`src/hw/rtl/aapr_pkg.sv`:
```
// ----------------------------------------------------------------------------
// aapr_pkg
// Shared types, constants and arithmetic helpers for the axis-angle rotator.
// ----------------------------------------------------------------------------
package aapr_pkg;

   localparam int CW = 32;       // coordinate width
   localparam int AW = 16;       // angle width
   localparam int NSTG = 16;     // CORDIC stages
   localparam int WW = CW + 2;   // wide clamp width (+-(2^CW-1))
   localparam int PW = WW + 18;  // product width
   localparam int XW = 34;       // CORDIC datapath width

   localparam logic [2:0] CSR_AXIS_X  = 3'd0;
   localparam logic [2:0] CSR_AXIS_Y  = 3'd1;
   localparam logic [2:0] CSR_AXIS_Z  = 3'd2;
   localparam logic [2:0] CSR_PIVOT_X = 3'd3;
   localparam logic [2:0] CSR_PIVOT_Y = 3'd4;
   localparam logic [2:0] CSR_PIVOT_Z = 3'd5;

   localparam logic signed [XW-1:0] CORDIC_START = 34'sd652032874;

   typedef logic signed [WW-1:0] wide_type;
   typedef logic signed [PW-1:0] prod_type;

   typedef struct packed {
      logic signed [CW-1:0] point_x;
      logic signed [CW-1:0] point_y;
      logic signed [CW-1:0] point_z;
      logic [AW-1:0]        turn_angle;
   } req_type;

   typedef struct packed {
      logic signed [CW-1:0] rotated_x;
      logic signed [CW-1:0] rotated_y;
      logic signed [CW-1:0] rotated_z;
   } rsp_type;

   function automatic logic [32:0] atan_turn(input int i);
      case (i)
         0: atan_turn = 33'd536870912;   1: atan_turn = 33'd316933406;
         2: atan_turn = 33'd167458907;   3: atan_turn = 33'd85004756;
         4: atan_turn = 33'd42667331;    5: atan_turn = 33'd21354465;
         6: atan_turn = 33'd10679838;    7: atan_turn = 33'd5340245;
         8: atan_turn = 33'd2670163;     9: atan_turn = 33'd1335087;
         10: atan_turn = 33'd667544;     11: atan_turn = 33'd333772;
         12: atan_turn = 33'd166886;     13: atan_turn = 33'd83443;
         14: atan_turn = 33'd41722;      15: atan_turn = 33'd20861;
         16: atan_turn = 33'd10430;      17: atan_turn = 33'd5215;
         18: atan_turn = 33'd2608;       19: atan_turn = 33'd1304;
         20: atan_turn = 33'd652;        21: atan_turn = 33'd326;
         22: atan_turn = 33'd163;        23: atan_turn = 33'd81;
         default: atan_turn = 33'd0;
      endcase
   endfunction

   // floor(u * w / 2^14), u 18 bit signed, w wide
   function automatic prod_type mulq(input logic signed [17:0] u, input wide_type w);
      prod_type p;
      p = prod_type'(u) * prod_type'(w);
      mulq = p >>> 14;
   endfunction

   function automatic wide_type wclamp(input prod_type v);
      prod_type lim;
      lim = (prod_type'(1) <<< CW) - prod_type'(1);
      if (v > lim) wclamp = wide_type'(lim);
      else if (v < -lim) wclamp = wide_type'(-lim);
      else wclamp = wide_type'(v);
   endfunction

   function automatic logic signed [CW-1:0] osat(input prod_type v);
      prod_type hi;
      prod_type lo;
      hi = (prod_type'(1) <<< (CW - 1)) - prod_type'(1);
      lo = -(prod_type'(1) <<< (CW - 1));
      if (v > hi) osat = CW'(hi);
      else if (v < lo) osat = CW'(lo);
      else osat = CW'(v);
   endfunction

endpackage

```
`src/hw/rtl/aapr_cordic.sv`:
```
// ----------------------------------------------------------------------------
// aapr_cordic
// Pipelined CORDIC: one rotation stage per register, sine and cosine in Q4.14.
// ----------------------------------------------------------------------------
module aapr_cordic import aapr_pkg::*; (
   input  logic               clock,
   input  logic [AW-1:0]      angle,
   output logic signed [17:0] cos_q,
   output logic signed [17:0] sin_q
);

   logic signed [XW-1:0] x_ff [NSTG+1];
   logic signed [XW-1:0] y_ff [NSTG+1];
   logic signed [33:0]   r_ff [NSTG+1];
   logic                 flip_ff [NSTG+2];
   logic [31:0]          z_in;
   logic [1:0]           quarter;
   logic signed [XW-1:0] cx_in;
   logic signed [XW-1:0] sy_in;
   logic signed [17:0]   c_ff;
   logic signed [17:0]   s_ff;

   assign z_in = {angle, {(32 - AW){1'b0}}};
   assign quarter = z_in[31:30];

   always_ff @(posedge clock) begin
      x_ff[0] <= CORDIC_START;
      y_ff[0] <= '0;
      flip_ff[0] <= (quarter == 2'd1) || (quarter == 2'd2);
      if ((quarter == 2'd1) || (quarter == 2'd2)) begin
         r_ff[0] <= 34'(signed'(z_in - 32'h8000_0000));
      end else begin
         r_ff[0] <= 34'(signed'(z_in));
      end
   end

   for (genvar i = 0; i < NSTG; i++) begin : g_stage
      always_ff @(posedge clock) begin
         flip_ff[i+1] <= flip_ff[i];
         if (r_ff[i] >= 0) begin
            x_ff[i+1] <= x_ff[i] - (y_ff[i] >>> i);
            y_ff[i+1] <= y_ff[i] + (x_ff[i] >>> i);
            r_ff[i+1] <= r_ff[i] - signed'({1'b0, atan_turn(i)});
         end else begin
            x_ff[i+1] <= x_ff[i] + (y_ff[i] >>> i);
            y_ff[i+1] <= y_ff[i] - (x_ff[i] >>> i);
            r_ff[i+1] <= r_ff[i] + signed'({1'b0, atan_turn(i)});
         end
      end
   end

   assign cx_in = (x_ff[NSTG] + XW'(32768)) >>> 16;
   assign sy_in = (y_ff[NSTG] + XW'(32768)) >>> 16;

   always_ff @(posedge clock) begin
      flip_ff[NSTG+1] <= flip_ff[NSTG];
      if (cx_in > 16384) c_ff <= 18'sd16384;
      else if (cx_in < -16384) c_ff <= -18'sd16384;
      else c_ff <= 18'(cx_in);
      if (sy_in > 16384) s_ff <= 18'sd16384;
      else if (sy_in < -16384) s_ff <= -18'sd16384;
      else s_ff <= 18'(sy_in);
   end

   assign cos_q = flip_ff[NSTG+1] ? -c_ff : c_ff;
   assign sin_q = flip_ff[NSTG+1] ? -s_ff : s_ff;

endmodule

```
`config.mk`:
```
export PLATFORM = sky130hd
export DESIGN_NAME = aapr_cordic
export DESIGN_NICKNAME = d
export VERILOG_FILES = /design/src/hw/rtl/aapr_pkg.sv /design/src/hw/rtl/aapr_cordic.sv
export SDC_FILE = /design/constraint.sdc
export NUM_CORES = 2
export LEC_CHECK = 0
export CAP_MARGIN = 20
export CORE_MARGIN = 1
export CORE_UTILIZATION = 35
export CTS_BUF_LIST = sky130_fd_sc_hd__clkbuf_8
export CTS_CLUSTER_DIAMETER = 40
export DETAILED_ROUTE_END_ITERATION = 6
export DONT_BUFFER_PORTS = 1
export GPL_ROUTABILITY_DRIVEN = 0
export PLACE_DENSITY = 0.53
export SYNTH_ARGS = -nofsm -noshare
export SYNTH_HDL_FRONTEND = slang
export SYNTH_SLANG_ARGS = --single-unit
```
`constraint.sdc`:
```
create_clock -name clock -period 5.8 [get_ports clock]
set_input_delay 0 -clock clock [delete_from_list [all_inputs] [get_ports clock]]
set_output_delay 0 -clock clock [all_outputs]
set_load 0.02 [all_outputs]
```
# Yosys cells after proc, flatten, opt, wreduce, memory -nomap -nowiden
# Memories as Yosys holds them, arrays and structs flattened.
# Cells that the tools add are included.
# W data, S select, Z words.
# classes
addsub	100
multipliers	0
div	0
n_lt_le_gt_ge	20
n_eq_ne	2
shift	0
muxes	104
bitwise	49
reduce_logical	3
# ops
op	n
$mux W34	49
$ge A34 B1 Y1 const B	16
$add A34 B17 Y34 const B	3
$mux W18	4
$add A34 B19 Y34	2
$add A34 B20 Y34	2
$add A34 B21 Y34	2
$add A34 B22 Y34	2
$add A34 B23 Y34	2
$add A34 B24 Y34	2
$add A34 B25 Y34	2
$add A34 B26 Y34	2
$add A34 B27 Y34	2
$add A34 B28 Y34	2
$add A34 B29 Y34	2
$add A34 B30 Y34	2
$add A34 B31 Y34	2
$add A34 B32 Y34	2
$add A34 B33 Y34	2
$sub A34 B19 Y34	2
$sub A34 B20 Y34	2
$sub A34 B21 Y34	2
$sub A34 B22 Y34	2
$sub A34 B23 Y34	2
53 further kinds	166
# word_totals
ff_bits	36
latch_bits	0
ramBits	1752
mem_bits_ro	0
input_bits	17
word_cells	286
mem_count	4
# memory_table
memory	words	width	read_ports	rd_clocked_by_memory_dff	write_ports	line_no	source
r_ff	17	34	16	0	17	aapr_cordic.sv:14	logic signed [33:0] r_ff [NSTG+1];
x_ff	17	34	17	0	17	aapr_cordic.sv:12	logic signed [XW-1:0] x_ff [NSTG+1];
y_ff	17	34	17	0	17	aapr_cordic.sv:13	logic signed [XW-1:0] y_ff [NSTG+1];
flip_ff	18	1	18	0	18	aapr_cordic.sv:15	logic flip_ff [NSTG+2];

# Depth between registers and ports, before layout
# logic_depth
word_depth	5
ltp_mapped	22
ltp_nobuf	21

# Worst setup path before layout
# No wires, ideal clock.
# synth_timing
path_kind	reg2reg
from	memory y_ff[5][10]
to	memory x_ff[6][33]
setup_ns	0.072
arrival_ns	4.646
required_time_ns	5.728
setup_slack_ns	1.082
stages_incl_launch_ff	17
cell_sequence	dfxtp_1 -> or4_1 -> or3_1 -> nand2b_1 -> or4_1 -> or3_1 -> o31ai_1 -> xor2_1 -> ha_1 -> and2_1 -> a311o_1 -> a31oi_1 -> o21ai_0 -> o41ai_1 -> o2111ai_1 -> a21oi_1 -> xnor2_1
# synth_lines
element	line_no
start, declared	aapr_cordic.sv:13
end, declared	aapr_cordic.sv:12

==> implementation parameters <==
Parameter                              Value

Run status
  Outcome ... finished, violations left
  Violations in the final reports ... DRC

Clocking
  CTS tree ... built
  Buffer cell driving the clock tree root ... clkbuf_8
  Insertion delay to the later sink of the worst-skew pair ... 1050 ps
  Clock sink count ... 1469
  CTS H-Tree Depth ... 5
  Number of CTS-inserted buffers ... 316
  Maximum root-to-sink buffer count ... 4
  Register clock-pin slew on the reported worst setup and hold paths ... 60 ps

STA
  Relative slew slack ... 37.7%
  Worst clock skew on the final layout ... 152 ps
  Share of the clock period used by the worst path ... 92.9%
  Total count of hold-check failures in the final report ... 0
  Least-Margin Pin Slew ... 912 ps
  Final worst path period need ... 5390 ps
  # setup viols final ... 0
  Fin. max-slew vios ... 0
  Fmax ... 0.186 GHz
  Sum Neg Setup Slack ... 0 ps
  Hold_ws ... 137 ps
  RSZ-0062 raised after global routing ... no

Synth
  Flip-flop and latch count after synthesis ... 1469
  Synth cell types ... 104
  Ys async rst share ... 0%
  Synth Net Count ... 14300
  Post-synthesis instance total ... 12800
  Register area share after synthesis ... 27.0%
  Proportion of netlist area held by the largest area contributor ... 27.0%
  Dominant synthesized flop cell ... dfxtp_1
  Number of synthesized flops with an enable pin ... 0
  Cell area after technology mapping ... 109000 µm²
  Synth Warn # ... 0
  Leading post-synthesis cells by cell area ... dfxtp_1 27%, ha_1 16%, xnor2_1 9.4%
  Library cell with the largest summed area after synthesis ... dfxtp_1
  Mean post-synth cell area ... 8.47 µm²

Floorplan
  DIE HEIGHT ... 559 µm
  X dimension of the die ... 559 µm
  Number of placement rows ... 204
  I/O Pins ... 53
  Die area ... 313000 µm²
  Starting density of the core ... 35.2%
  CORE AREA ... 309000 µm²

Critical path
  Data arrival at the endpoint of the critical path ... 6340 ps
  Family with the most delay on the worst path ... simple AND/OR/NAND/NOR gates
  Crit Path Category ... flip-flop to flip-flop
  Buf+Inv Stages, Crit Path ... 0
  Nature of the critical path endpoint ... flip-flop
  Slowest cell on the critical path ... or4_1
  Critical-path maximum fanout ... 5
  Sort of element at the start of the critical path ... flip-flop
  Crit path largest cell delay ... 590 ps
  Cells along the critical path ... or4_1 > or3_1 > nand2b_1 > or4_1 > or3_1 > o31ai_1 > xor2_1 > ha_1 > and2_1 > a311o_1 > a31oi_1 > o21ai_0 > o41ai_1 > o2111ai_1 > a21oi_1 > xnor2_1
  Critical path data required time ... 6750 ps

Final layout
  Post-layout util ... 39.3%
  Most frequent cells in the layout ... 1462 x dfxtp_1, 1387 x ha_1, 1170 x xnor2_1
  Share of cells above drive strength 1 ... 5.90%
  Final design instance area without fill ... 121000 µm²
  Most common cell after layout, fill and taps aside ... dfxtp_1
  Final net count ... 14500
  Multi-input gate area ... 76700 µm²
  Number of inserted filler cells in the final layout ... 31700
  Sequential cell area ... 29400 µm²
  Layout overhead on the synthesized area ... 11.6%

Global route
  Initial antenna violation count ... 6
  Wire length of the first global-routing pass ... 482 mm
  Global route overflow ... 0
  Via count of the first global-routing pass ... 88700
  Largest net degree at the start of global routing ... 72
  Global-route total usage across every layer ... 18.6%

Route
  DRT iter0 DRCs ... 5216
  DRC violation count after routing ... 6
  Routed via count divided by cell count ... 5.24
  Number of routed nets with antenna violations ... 0
  Wire length reported by the detailed router ... 299 mm
  Post-detailed-route wirelength per cell ... 17.1 µm
  Via count ... 91600
  Pre-antenna DRT Iters ... 7

Worst hold path
  Class of the most critical hold timing path ... input port to flip-flop

Place
  Placed cell areas ... 114000 µm²
  Detail Placement HPWL ... 242 mm
  Number of input and output port buffers inserted ... 0

Flow run
  Number of maximum-capacitance violations ... 0
-- routing by layer --
metal	routed length, µm	track usage, %	up-vias
li1	-	-	47200
met1	144000	25.0	42300
met2	135000	31.2	1612
met3	10800	1.96	465
met4	8650	5.70	2
met5	13	0	-
-- worst paths after layout --
| path | from | to | slack (ps) | depth (start not counted) |
|---|---|---|---|---|
| worst max-delay path | y_ff[5][10] | x_ff[6][33] | 410 | 16 |
| worst min-delay path | angle[1] | r_ff[0][17] | 140 | 2 |
| worst max register to register | y_ff[5][10] | x_ff[6][33] | 410 | 16 |
| worst min register to register | flip_ff[0] | flip_ff[1] | 310 | 0 |
-- Yosys cell counts (all sizes together), types with 91 or more instances --
| cell | count |
|---|---|
| a211oi | 114 |
| nand4 | 118 |
| dfxtp | 1469 |
| and3 | 115 |
| nor2 | 924 |
| xor2 | 676 |
| inv | 502 |
| or4 | 91 |
| a31oi | 111 |
| a21oi | 1092 |
| o31ai | 220 |
| nor3 | 259 |
| o21ai | 844 |
| nor4 | 121 |
| nand2 | 828 |
| o41ai | 94 |
| ha | 1387 |
| a21o | 553 |
| o21a | 208 |
| nand2b | 234 |
| xnor2 | 1170 |
| or3 | 161 |
| o21bai | 164 |
| nor2b | 163 |
| nand3 | 251 |
| clkbuf | 180 |
-- timing repair --
action / 4_1_cts / 5_1_grt
hold buffers: 45 / 0
gates resized for setup: 0 / 1
endpoints found under the setup margin: 0 / 2
buffers inserted: 0 / 0
endpoints found under the hold margin: 17 / 0
-- final cells by class --
type                       instances  area share (%)
multi-input combinational      10700            63.2
sequential                      1469            24.2
tap                             4120            4.25
clock buffer                     366            4.15
clock inverter                   210            1.69
inverter                         506            1.56
timing repair buffer             125           0.923
antenna                            1         0.00206
-- flip-flops by register name (all words and copies together), names as in the netlist --
signal / flops
c_ff: 18
flip_ff: 18
r_ff: 451
s_ff: 18
x_ff: 469
y_ff: 495
-- stage by stage --
stage	std cells	setup slack, ps
6_report	17500	414
5_1_grt	17500	54.8
4_1_cts	17500	441
3_5_place_dp	16800	507
3_3_place_gp	16800	438
2_1_floorplan	12800	1080
-- cell families (layout without fill, tap and decap cells) --
family                   count (synthesis)  count (layout)  synth area share, %
AND/OR/NAND/NOR                       3492            3492                 15.8
AO/OA/AOI/OAI                         3859            3859                 22.7
adder cells (fa/ha/maj)               1426            1426                 16.7
XOR/XNOR                              1846            1846                 14.9
other                                    1               2              0.00345
buffers and inverters                  704            1207                 2.46
flip-flops                            1469            1469                 27.0
multiplexers                            47              47                0.444
Power is not shown: default switching activity piles up to over one toggle a cycle in this logic, so the estimate is an artifact.
